File: config.mk
export PLATFORM = sky130hd
export DESIGN_NAME = motor_speed_pid_drive_core
export DESIGN_NICKNAME = d
export VERILOG_FILES = /design/src/rtl/core/mspd_pkg.sv /design/src/rtl/core/mspd_mul.sv /design/src/rtl/core/motor_speed_pid_drive_core.sv
export SDC_FILE = /design/constraint.sdc
export NUM_CORES = 2
export LEC_CHECK = 0
export BUFFER_PORTS_ARGS = -buffer_cell sky130_fd_sc_hd__buf_2
export CORE_ASPECT_RATIO = 0.8
export CORE_UTILIZATION = 59
export CTS_CLUSTER_DIAMETER = 150
export DETAILED_ROUTE_END_ITERATION = 10
export GPL_ROUTABILITY_DRIVEN = 0
export PLACE_DENSITY = 0.79
export SYNTH_ARGS = -nofsm -noshare
export SYNTH_HDL_FRONTEND = slang
export SYNTH_SLANG_ARGS = --single-unit
File: constraint.sdc
create_clock -name clk -period 9.72 [get_ports clk]
set_input_delay 1.458 -clock clk [delete_from_list [all_inputs] [get_ports clk]]
set_output_delay 1.458 -clock clk [all_outputs]
set_load 0.02 [all_outputs]
File: src/rtl/core/mspd_pkg.sv
// ----------------------------------------------------------------------------
// mspd_pkg
// Shared types, constants and helpers for the motor speed PID drive core.
// ----------------------------------------------------------------------------
package mspd_pkg;

  localparam int CFG_IDX_W  = 4;
  localparam int CFG_DATA_W = 24;
  localparam int MUL_W      = 25;
  localparam int PROD_W     = 2 * MUL_W;
  localparam int ACC_W      = 42;

  // register indexes on the configuration port
  typedef enum logic [CFG_IDX_W-1:0] {
    REG_SETPOINT       = 4'd0,
    REG_SPEED_SCALE    = 4'd1,
    REG_SAMPLE_PERIOD  = 4'd2,
    REG_INVERSE_PERIOD = 4'd3,
    REG_GAIN_P         = 4'd4,
    REG_GAIN_I         = 4'd5,
    REG_GAIN_D         = 4'd6,
    REG_INTEGRAL_LIMIT = 4'd7
  } reg_idx_t;

  localparam logic [23:0] SPEED_SCALE_RST    = 24'd1536000;
  localparam logic [15:0] SAMPLE_PERIOD_RST  = 16'd655;
  localparam logic [15:0] INVERSE_PERIOD_RST = 16'd100;
  localparam logic [22:0] INTEGRAL_LIMIT_RST = 23'd65280;

  localparam logic signed [PROD_W-1:0] Q24_MAX = PROD_W'(64'sd8388607);
  localparam logic signed [PROD_W-1:0] Q24_MIN = PROD_W'(-64'sd8388608);

  // correction limit: 255 in Q.16
  localparam logic signed [ACC_W-1:0] CORR_MAX = ACC_W'(64'sd16711680);
  localparam logic signed [ACC_W-1:0] CORR_MIN = ACC_W'(-64'sd16711680);

  typedef struct packed {
    logic               func;
    logic signed [15:0] pulse_count;
  } in_t;

  typedef struct packed {
    logic signed [23:0] measured_speed;
    logic [7:0]         duty;
    logic               bridge_in1;
    logic               bridge_in2;
  } out_t;

  function automatic logic signed [23:0] sat24(input logic signed [PROD_W-1:0] v);
    if (v > Q24_MAX) begin
      return 24'sh7FFFFF;
    end else if (v < Q24_MIN) begin
      return 24'sh800000;
    end else begin
      return v[23:0];
    end
  endfunction

endpackage

File: src/rtl/core/mspd_mul.sv
// ----------------------------------------------------------------------------
// mspd_mul
// Shared signed 25x25 multiplier with a registered product.
// ----------------------------------------------------------------------------
module mspd_mul (
  input  logic                                 clk,
  input  logic signed [mspd_pkg::MUL_W-1:0]    a,
  input  logic signed [mspd_pkg::MUL_W-1:0]    b,
  output logic signed [mspd_pkg::PROD_W-1:0]   prod
);
  import mspd_pkg::*;

  always_ff @(posedge clk) begin
    prod <= a * b;
  end

endmodule

File: src/rtl/core/motor_speed_pid_drive_core.sv
// ----------------------------------------------------------------------------
// motor_speed_pid_drive_core
// PID speed controller with clamped integral and H-bridge direction/duty out.
// ----------------------------------------------------------------------------
// Usage:
//   in channel  : in_valid / in_stall / in_data (func, pulse_count). A
//                 transaction happens when in_valid is high and in_stall low.
//   out channel : out_valid / out_stall / out_data (measured_speed, duty,
//                 bridge_in1, bridge_in2), same rule.
//   cfg channel : cfg_valid / cfg_ready / cfg_index / cfg_data; cfg_ready is
//                 always high. Indexes above 7 are dropped. Write only when idle.
// Sequence:
//   A control sample runs through eight steps M0..M7, six of them feeding
//   the one shared 25x25 multiplier (speed, derivative, integral step and
//   the three gain products), plus the finish step, which loads the output
//   register. A stop item goes straight to the finish step. in_stall is high
//   while an item is in the sequencer, so a new item is taken only once the
//   last one has left the finish step.
// Stall:
//   The result sits in an output register; the core accepts the next item
//   while it waits, and holds in its finish step until the register frees.
// Reset:
//   rst (synchronous, active high) loads register defaults, clears the PID
//   state and arms the first-sample flag (derivative forced to zero).
// ----------------------------------------------------------------------------
module motor_speed_pid_drive_core (
  input  logic                               clk,
  input  logic                               rst,
  input  logic                               in_valid,
  output logic                               in_stall,
  input  mspd_pkg::in_t                      in_data,
  output logic                               out_valid,
  input  logic                               out_stall,
  output mspd_pkg::out_t                     out_data,
  input  logic                               cfg_valid,
  output logic                               cfg_ready,
  input  logic [mspd_pkg::CFG_IDX_W-1:0]     cfg_index,
  input  logic [mspd_pkg::CFG_DATA_W-1:0]    cfg_data
);
  import mspd_pkg::*;

  typedef enum logic [3:0] {
    S_IDLE, S_M0, S_M1, S_M2, S_M3, S_M4, S_M5, S_M6, S_M7, S_FIN
  } state_t;

  // configuration registers
  logic signed [23:0] setpoint;
  logic [23:0]        speed_scale;
  logic [15:0]        sample_period;
  logic [15:0]        inverse_period;
  logic signed [15:0] gain_p;
  logic signed [15:0] gain_i;
  logic signed [15:0] gain_d;
  logic [22:0]        integral_limit;

  // controller state
  logic signed [23:0] previous_error;
  logic signed [23:0] integral_sum;
  logic               first_sample;

  // working registers
  state_t               state;
  logic                 stop;
  logic signed [15:0]   count;
  logic signed [23:0]   speed;
  logic signed [23:0]   err;
  logic signed [23:0]   deriv;
  logic signed [ACC_W-1:0] acc;

  logic signed [MUL_W-1:0]  mul_a;
  logic signed [MUL_W-1:0]  mul_b;
  logic signed [PROD_W-1:0] prod;

  // datapath intermediates
  logic signed [23:0]       speed_next;
  logic signed [24:0]       err_diff;
  logic signed [23:0]       err_next;
  logic signed [24:0]       integ_sum;
  logic signed [24:0]       lim;
  logic signed [23:0]       integral_next;
  logic signed [ACC_W-1:0]  corr_clamp;
  logic signed [24:0]       corr;
  logic signed [24:0]       corr_abs;
  logic                     out_free;
  logic                     out_valid_next;

  assign cfg_ready = 1'b1;
  assign in_stall  = (state != S_IDLE);
  assign out_free  = !out_valid || !out_stall;

  // load from the finish step, otherwise hold while stalled
  assign out_valid_next = ((state == S_FIN) && out_free) || (out_valid && out_stall);

  mspd_mul u_mul (
    .clk  (clk),
    .a    (mul_a),
    .b    (mul_b),
    .prod (prod)
  );

  // operand select for the shared multiplier
  always_comb begin
    mul_a = '0;
    mul_b = '0;
    case (state)
      S_M0: begin
        mul_a = MUL_W'(count);
        mul_b = $signed({1'b0, speed_scale});
      end
      S_M2: begin
        mul_a = MUL_W'(err) - MUL_W'(previous_error);
        mul_b = $signed({9'b0, inverse_period});
      end
      S_M3: begin
        mul_a = MUL_W'(err);
        mul_b = $signed({9'b0, sample_period});
      end
      S_M4: begin
        mul_a = MUL_W'(gain_p);
        mul_b = MUL_W'(err);
      end
      S_M5: begin
        mul_a = MUL_W'(gain_d);
        mul_b = MUL_W'(deriv);
      end
      S_M6: begin
        mul_a = MUL_W'(gain_i);
        mul_b = MUL_W'(integral_sum);
      end
      default: begin
        mul_a = '0;
        mul_b = '0;
      end
    endcase
  end

  always_comb begin
    // speed and error, product from S_M0
    speed_next = sat24(prod >>> 8);
    err_diff   = 25'(setpoint) - 25'(speed_next);
    err_next   = sat24(PROD_W'(err_diff));

    // integral step, product from S_M3
    integ_sum = 25'(integral_sum) + 25'(prod >>> 16);
    lim       = $signed({2'b0, integral_limit});
    if (integ_sum > lim) begin
      integral_next = lim[23:0];
    end else if (integ_sum < -lim) begin
      integral_next = 24'(-lim);
    end else begin
      integral_next = integ_sum[23:0];
    end

    // correction saturate and magnitude
    if (acc > CORR_MAX) begin
      corr_clamp = CORR_MAX;
    end else if (acc < CORR_MIN) begin
      corr_clamp = CORR_MIN;
    end else begin
      corr_clamp = acc;
    end
    corr     = corr_clamp[24:0];
    corr_abs = corr[24] ? -corr : corr;
  end

  always_ff @(posedge clk) begin
    if (rst) begin
      setpoint       <= '0;
      speed_scale    <= SPEED_SCALE_RST;
      sample_period  <= SAMPLE_PERIOD_RST;
      inverse_period <= INVERSE_PERIOD_RST;
      gain_p         <= '0;
      gain_i         <= '0;
      gain_d         <= '0;
      integral_limit <= INTEGRAL_LIMIT_RST;
      previous_error <= '0;
      integral_sum   <= '0;
      first_sample   <= 1'b1;
      state          <= S_IDLE;
      out_valid      <= 1'b0;
    end else begin
      if (cfg_valid && cfg_ready) begin
        case (reg_idx_t'(cfg_index))
          REG_SETPOINT:       setpoint       <= $signed(cfg_data);
          REG_SPEED_SCALE:    speed_scale    <= cfg_data;
          REG_SAMPLE_PERIOD:  sample_period  <= cfg_data[15:0];
          REG_INVERSE_PERIOD: inverse_period <= cfg_data[15:0];
          REG_GAIN_P:         gain_p         <= $signed(cfg_data[15:0]);
          REG_GAIN_I:         gain_i         <= $signed(cfg_data[15:0]);
          REG_GAIN_D:         gain_d         <= $signed(cfg_data[15:0]);
          REG_INTEGRAL_LIMIT: integral_limit <= cfg_data[22:0];
          default: ;
        endcase
      end

      out_valid <= out_valid_next;

      case (state)
        S_IDLE: begin
          if (in_valid) begin
            stop  <= in_data.func;
            count <= in_data.pulse_count;
            state <= in_data.func ? S_FIN : S_M0;
          end
        end
        S_M0: state <= S_M1;
        S_M1: begin
          speed <= speed_next;
          err   <= err_next;
          state <= S_M2;
        end
        S_M2: state <= S_M3;
        S_M3: begin
          deriv <= first_sample ? 24'sd0 : sat24(prod);
          state <= S_M4;
        end
        S_M4: begin
          integral_sum <= integral_next;
          state        <= S_M5;
        end
        S_M5: begin
          acc   <= ACC_W'(prod);
          state <= S_M6;
        end
        S_M6: begin
          acc   <= acc + ACC_W'(prod);
          state <= S_M7;
        end
        S_M7: begin
          acc   <= acc + ACC_W'(prod);
          state <= S_FIN;
        end
        S_FIN: begin
          if (out_free) begin
            state <= S_IDLE;
            if (stop) begin
              out_data.measured_speed <= '0;
              out_data.duty           <= '0;
              out_data.bridge_in1     <= 1'b1;
              out_data.bridge_in2     <= 1'b1;
            end else begin
              out_data.measured_speed <= speed;
              out_data.duty           <= corr_abs[23:16];
              out_data.bridge_in1     <= !corr[24] && (corr != '0);
              out_data.bridge_in2     <= corr[24];
              previous_error          <= err;
              first_sample            <= 1'b0;
            end
          end
        end
        default: state <= S_IDLE;
      endcase
    end
  end

endmodule

==> Word-level counts from Yosys, hierarchy flattened <==
Cells that the tools add are included.
{ "totals": {"regBits": 420, "input_bits": 50} }
{ "op_classes": {"n_eq_ne": 18, "n_lt_le_gt_ge": 10, "n_mux": 17, "reduce_logical": 30, "multipliers": 1, "n_bitwise": 2, "addsub": 6} }
{ "op_table": {"columns": ["operator", "n"], "rows": [
  ["25-bit one-hot mux with 6 select lines", 2],
  ["24-bit two-way mux", 7],
  ["42-bit one-hot mux with 2 select lines", 1],
  ["50-bit by 24-bit > comparator with 1-bit output (second input constant)", 1],
  ["50-bit by 24-bit less-than comparator with 1-bit output (second input constant)", 1],
  ["25-bit by 25-bit multiplier with 50-bit output", 1],
  ["25-bit two-way mux", 2],
  ["24-bit by 24-bit subtractor with 25-bit output", 2],
  ["42-bit adder", 1],
  ["42-bit by 24-bit > comparator with 1-bit output (second input constant)", 1],
  ["42-bit by 25-bit > comparator with 1-bit output (second input constant)", 1],
  ["42-bit by 24-bit less-than comparator with 1-bit output (second input constant)", 1],
  ["42-bit by 25-bit less-than comparator with 1-bit output (second input constant)", 1],
  ["4-bit one-hot mux with 10 select lines", 1],
  ["4-bit by 3-bit equality test with 1-bit output (second input constant)", 8],
  ["24-bit by 25-bit adder with 25-bit output", 1],
  ["25-bit by 24-bit > comparator with 1-bit output", 1],
  ["25-bit by 24-bit > comparator with 1-bit output (second input constant)", 1],
  ["25-bit by 24-bit less-than comparator with 1-bit output (second input constant)", 1],
  ["25-bit less-than comparator", 1],
  ["23-bit negation with 25-bit output", 1],
  ["25-bit nonzero test", 1],
  ["24-bit negation", 1],
  ["2-bit AND reduction", 12],
  ["other kinds (15)", 33]
]} }

==> Longest topological paths before layout <==
{ "depth": {"ltp_word": 6, "ltp_mapped": 40, "mapped_depth_nobuf": 38} }

==> Modules after synthesis <==
From an unflattened synthesis, not the netlist that was laid out.
{ "hier_totals": {"cells_unflattened": 5393, "hier_area_um2": 48028.6} }
{ "by_module_without_submodules": {"columns": ["mod", "cells_each", "n_inst", "area_per_inst_um2"], "rows": [
  ["mspd_mul", 2569, 1, 24068.1],
  ["motor_speed_pid_drive_core", 2824, 1, 23960.5]
]} }

==> Worst setup path before layout <==
OpenSTA, ideal clock, no wires.
{ "synth_timing": {"path_type": "register -> register", "from": "reg err[0]", "to": "reg u_mul.prod[49] in the netlist's numbering", "setup_time_ns": 0.120, "path_stages_with_launch": 39, "path_slack_ns": 0.218, "period_less_slack_ns": 9.502, "t_arrival_ns": 9.382, "path_cell_list": "edfxtp_1 inv_1 ha_1 fa_1 nor2b_1 o21ai_1 a21boi_1 o31ai_1 a31o_2 a21oi_2 a21o_1 a21oi_1 a211oi_2 buf_2 nor2_1 fa_1 inv_1 fa_1 [... 3 more ...] xnor2_1 xnor2_1 fa_1 fa_1 inv_1 fa_1 inv_1 ha_1 clkbuf_1 a21oi_1 o21bai_1 a21o_1 a21oi_1 nor2b_1 a211oi_1 o21ai_0 a21oi_1 xnor2_1"} }
{ "synth_between": {"elab_chain_cells": 3, "word_cells_on_any_way": 4, "classes_between": "1 x add/sub; 1 x mul; 2 x mux"} }
{ "synth_lines": {"columns": ["element", "line", "source"], "rows": [
  ["start: declaration", "motor_speed_pid_drive_core.sv:66", "logic signed [23:0] err;"],
  ["start signal: assignment", "motor_speed_pid_drive_core.sv:209", "err <= err_next;"],
  ["24-bit by 24-bit subtractor with 25-bit output", "motor_speed_pid_drive_core.sv:111", "mul_a = MUL_W'(err) - MUL_W'(previous_error);"],
  ["25-bit one-hot mux with 6 select lines", "motor_speed_pid_drive_core.sv:105", "case (state)"],
  ["25-bit by 25-bit multiplier with 50-bit output *", "mspd_mul.sv:14", "prod <= a * b;"],
  ["end signal: assignment", "mspd_mul.sv:14", null],
  ["end: declaration", "mspd_mul.sv:9", "output logic signed [mspd_pkg::PROD_W-1:0] prod"]
]} }
Every way passes the cells marked *; elsewhere a longest branch is shown, timed or not.
A chain may end at the register's enable or synchronous reset.

==> Final worst setup path <==
{ "layout_timing": {"from": "reg err[1]", "to": "reg u_mul.prod[35] in the netlist's numbering"} }
The elaborated chain is that of the path after synthesis.

==> metrics <==
Die X 318 um; Worst setup SP type flop; Lkg Pwr 0.0234 uW; initial core utilization 59.7%; main combinational cell family by area after synthesis adder cells; I/O pins 87; Nets 6495; max incr delay on CP 0.54 ns; VDD IR-drop max 0.153 mV; CTS Hold Bufs 0; worst reg2reg startpoint err[1]$_SDFFCE_PN1P_; Tot Pwr 8180 uW; asr flop ratio synth 0%; PD cells 159 nW/um^2; gr ovfl total 0; number of synthesized flops with an enable pin 165; starting DRC count in detailed routing 5783; CTS tree yes; min-delay src gain_p[13]$_SDFFE_PP0P_; # fillers 6226; Fmax 0.104 GHz; Hold WC Path Type flop to flop; final-report setup violation count 0; WP data arrival 10.14 ns; max-slew violations 0; YS warnings 0; Worst-Skew Late Latency 0.59 ns; Core ar. 79000 um^2; Max Cap Viol 0; Synth Area in Compound Gates 13.7%; slowest CP cell fa_1; crit path from err[1]$_SDFFCE_PN1P_; DR vias/cell 6.29; clk slew on worst S/H paths 0.07 ns; CTS Buf Count 42; first-pass iteration count of the detailed router 9; root buffer cell clkbuf_16; WL final 157000 um; initial antenna violation count 10; hold violation total from the final report 0; commonest non-fill, non-tap cell in the layout inv_1; Final period util 99.2%; WP data required 10.22 ns; largest net degree at the start of global routing 102; Max FO, Critical Path 5; cell area after synthesis 47100 um^2; gate count of the mapped netlist 5412; RSZ-0062 raised after global routing yes; most frequent cells in the layout inv_1, nand2_1, fa_1; relative slew slack 7.14%; worst setup path category flop to flop; vias post-DR 41.2k; Post-Synth Adder-Cell Area 35.9%; Port Buffers 85; outcome completed; CP endpoint kind flop; post-synthesis mux area share 1.02%; register area share after synthesis 21.3%; post-synth net total 6420; vias in the first global route 39.4k; Max Clock Skew 0.0235 ns; first-pass GRT wire length 236000 um; Distinct cells, synth 99; Yosys reg bits 420; CTS H-Tree Depth 2; routed wire length per instance 23.9 um; Setup TNS Final 0 ns; Synth Area in Simple Gates 15.4%; most numerous cell on the critical path fa_1; DRC violations left 0; Synth Flop Type dfxtp_1; maximum buffer depth of the clock tree 3; worst slew pin tran 1.39 ns; CTS Sinks 420; DPL Wire Length 123000 um; Synth Area in XOR/XNOR 3.41%; aggregate global-route resource usage 38.5%; layout cells sized above 1 9.04%; die height 255 um; site row count 92; die area 81000 um^2; DRT antenna net count 0; mean area per synthesized cell 8.71 um^2; minimum clock period 9.64 ns; Layout area overhead 9.17%
==> sequential cells by signal (all words and copies together) (netlist names), 23 cells and up <==
name            cells
u_mul.prod         50
acc                42
out_data           34
deriv              24
err                24
integral_sum       24
previous_error     24
setpoint           24
speed              24
speed_scale        24
integral_limit     23
==> what timing repair did <==
action | CTS | global route
gates resized for setup | 10 | 89
endpoints found under the setup margin | 11 | 17
endpoints found under the hold margin | 0 | 0
gates cloned | 0 | 2
buffers inserted | 4 | 29
pin swaps | 3 | 25
==> area by class of cell <==
class                   count  area (um^2)  share of cell area [%]
clock inverters            19          299                   0.581
flip-flops and latches    420        10100                    19.5
diodes                      8         20.0                  0.0389
well taps                1034         1290                    2.51
inverters                 882         3320                    6.45
multi-input cells        3849        33300                    64.7
clock buffers              57         1150                    2.23
repair buffers            292         2040                    3.97
==> stage by stage <==
stage / util [%] / std cells / setup WS (ns) / hold WS [ns] / instance area (um^2)
2_1_floorplan: - / 5412 / 0.218 / 0.436 / 47100
5_1_grt: 65.2 / 6554 / -0.157 / 0.470 / 51400
6_report: 65.2 / 6561 / 0.0804 / 0.456 / 51500
3_3_place_gp: 62.4 / 6442 / -0.303 / 0.441 / 49300
4_1_cts: 64.4 / 6522 / 0.00589 / 0.454 / 50800
3_5_place_dp: 62.4 / 6442 / -0.413 / 0.446 / 49300
==> logic make-up after synthesis <==
| kind of cell | count (synthesis) |
|---|---|
| buffers and inverters | 1144 |
| and+or+nand+nor | 1649 |
| adders and majority gates | 962 |
| other | 1 |
| AOI/OAI and AO/OA | 1006 |
| xor gates and xnor gates | 182 |
| muxes | 48 |
| DFF | 420 |
==> critical path, delay by kind of cell (launching register included) <==
family          cells  cell delay, ns
compound gates     11            2.22
simple gates        7            1.47
buf+inv             8            0.91
flops               1            0.47
xor+xnor            2            0.30
fa+ha+maj           9            4.17
==> power breakdown <==
part	internal, uW	total [uW]	switching [uW]
sequential	2030	2210	178
combinational	1420	4220	2790
clock	998	1750	757
total	4450	8180	3730
==> final timing paths <==
kind,endpoint,slack [ns],cells after the start
worst min register to register,gain_p[13]$_SDFFE_PP0P_,0.46,2
worst max register to register,u_mul.prod[35]$_DFF_P_,0.08,37
worst min-delay path,gain_p[13]$_SDFFE_PP0P_,0.46,2
worst max-delay path,u_mul.prod[35]$_DFF_P_,0.08,37
==> synth_stat cells, drive strengths merged (18+ instances only) <==
cell type / n / share of area (%)
a211o: 18 / 0.33
a211oi: 34 / 0.57
a21o: 96 / 1.5
a21oi: 395 / 4.2
a22oi: 84 / 1.3
and2: 25 / 0.33
and3: 40 / 0.53
buf: 46 / 0.47
clkbuf: 216 / 1.7
dfxtp: 255 / 11
edfxtp: 165 / 11
fa: 654 / 28
ha: 304 / 8.1
inv: 881 / 7.0
mux2i: 46 / 0.98
nand2: 737 / 5.9
nand2b: 41 / 0.54
nand3: 69 / 0.77
nand3b: 23 / 0.37
nand4: 35 / 0.46
nor2: 487 / 3.9
nor2b: 51 / 0.68
nor3: 57 / 0.64
nor4: 29 / 0.42
o211ai: 21 / 0.33
o21a: 18 / 0.29
o21ai: 159 / 1.7
o21bai: 21 / 0.33
o31ai: 20 / 0.38
or3: 18 / 0.25
xnor2: 124 / 2.3
xor2: 58 / 1.1
==> metal layers <==
layer / GRT usage [%] / part of all wire, %
met1: 51.6 / 37
met3: 16.1 / 17
met4: 18.0 / 6.3
met5: 0 / 0.045
met2: 53.9 / 39
(Power assumes the default switching activity.)
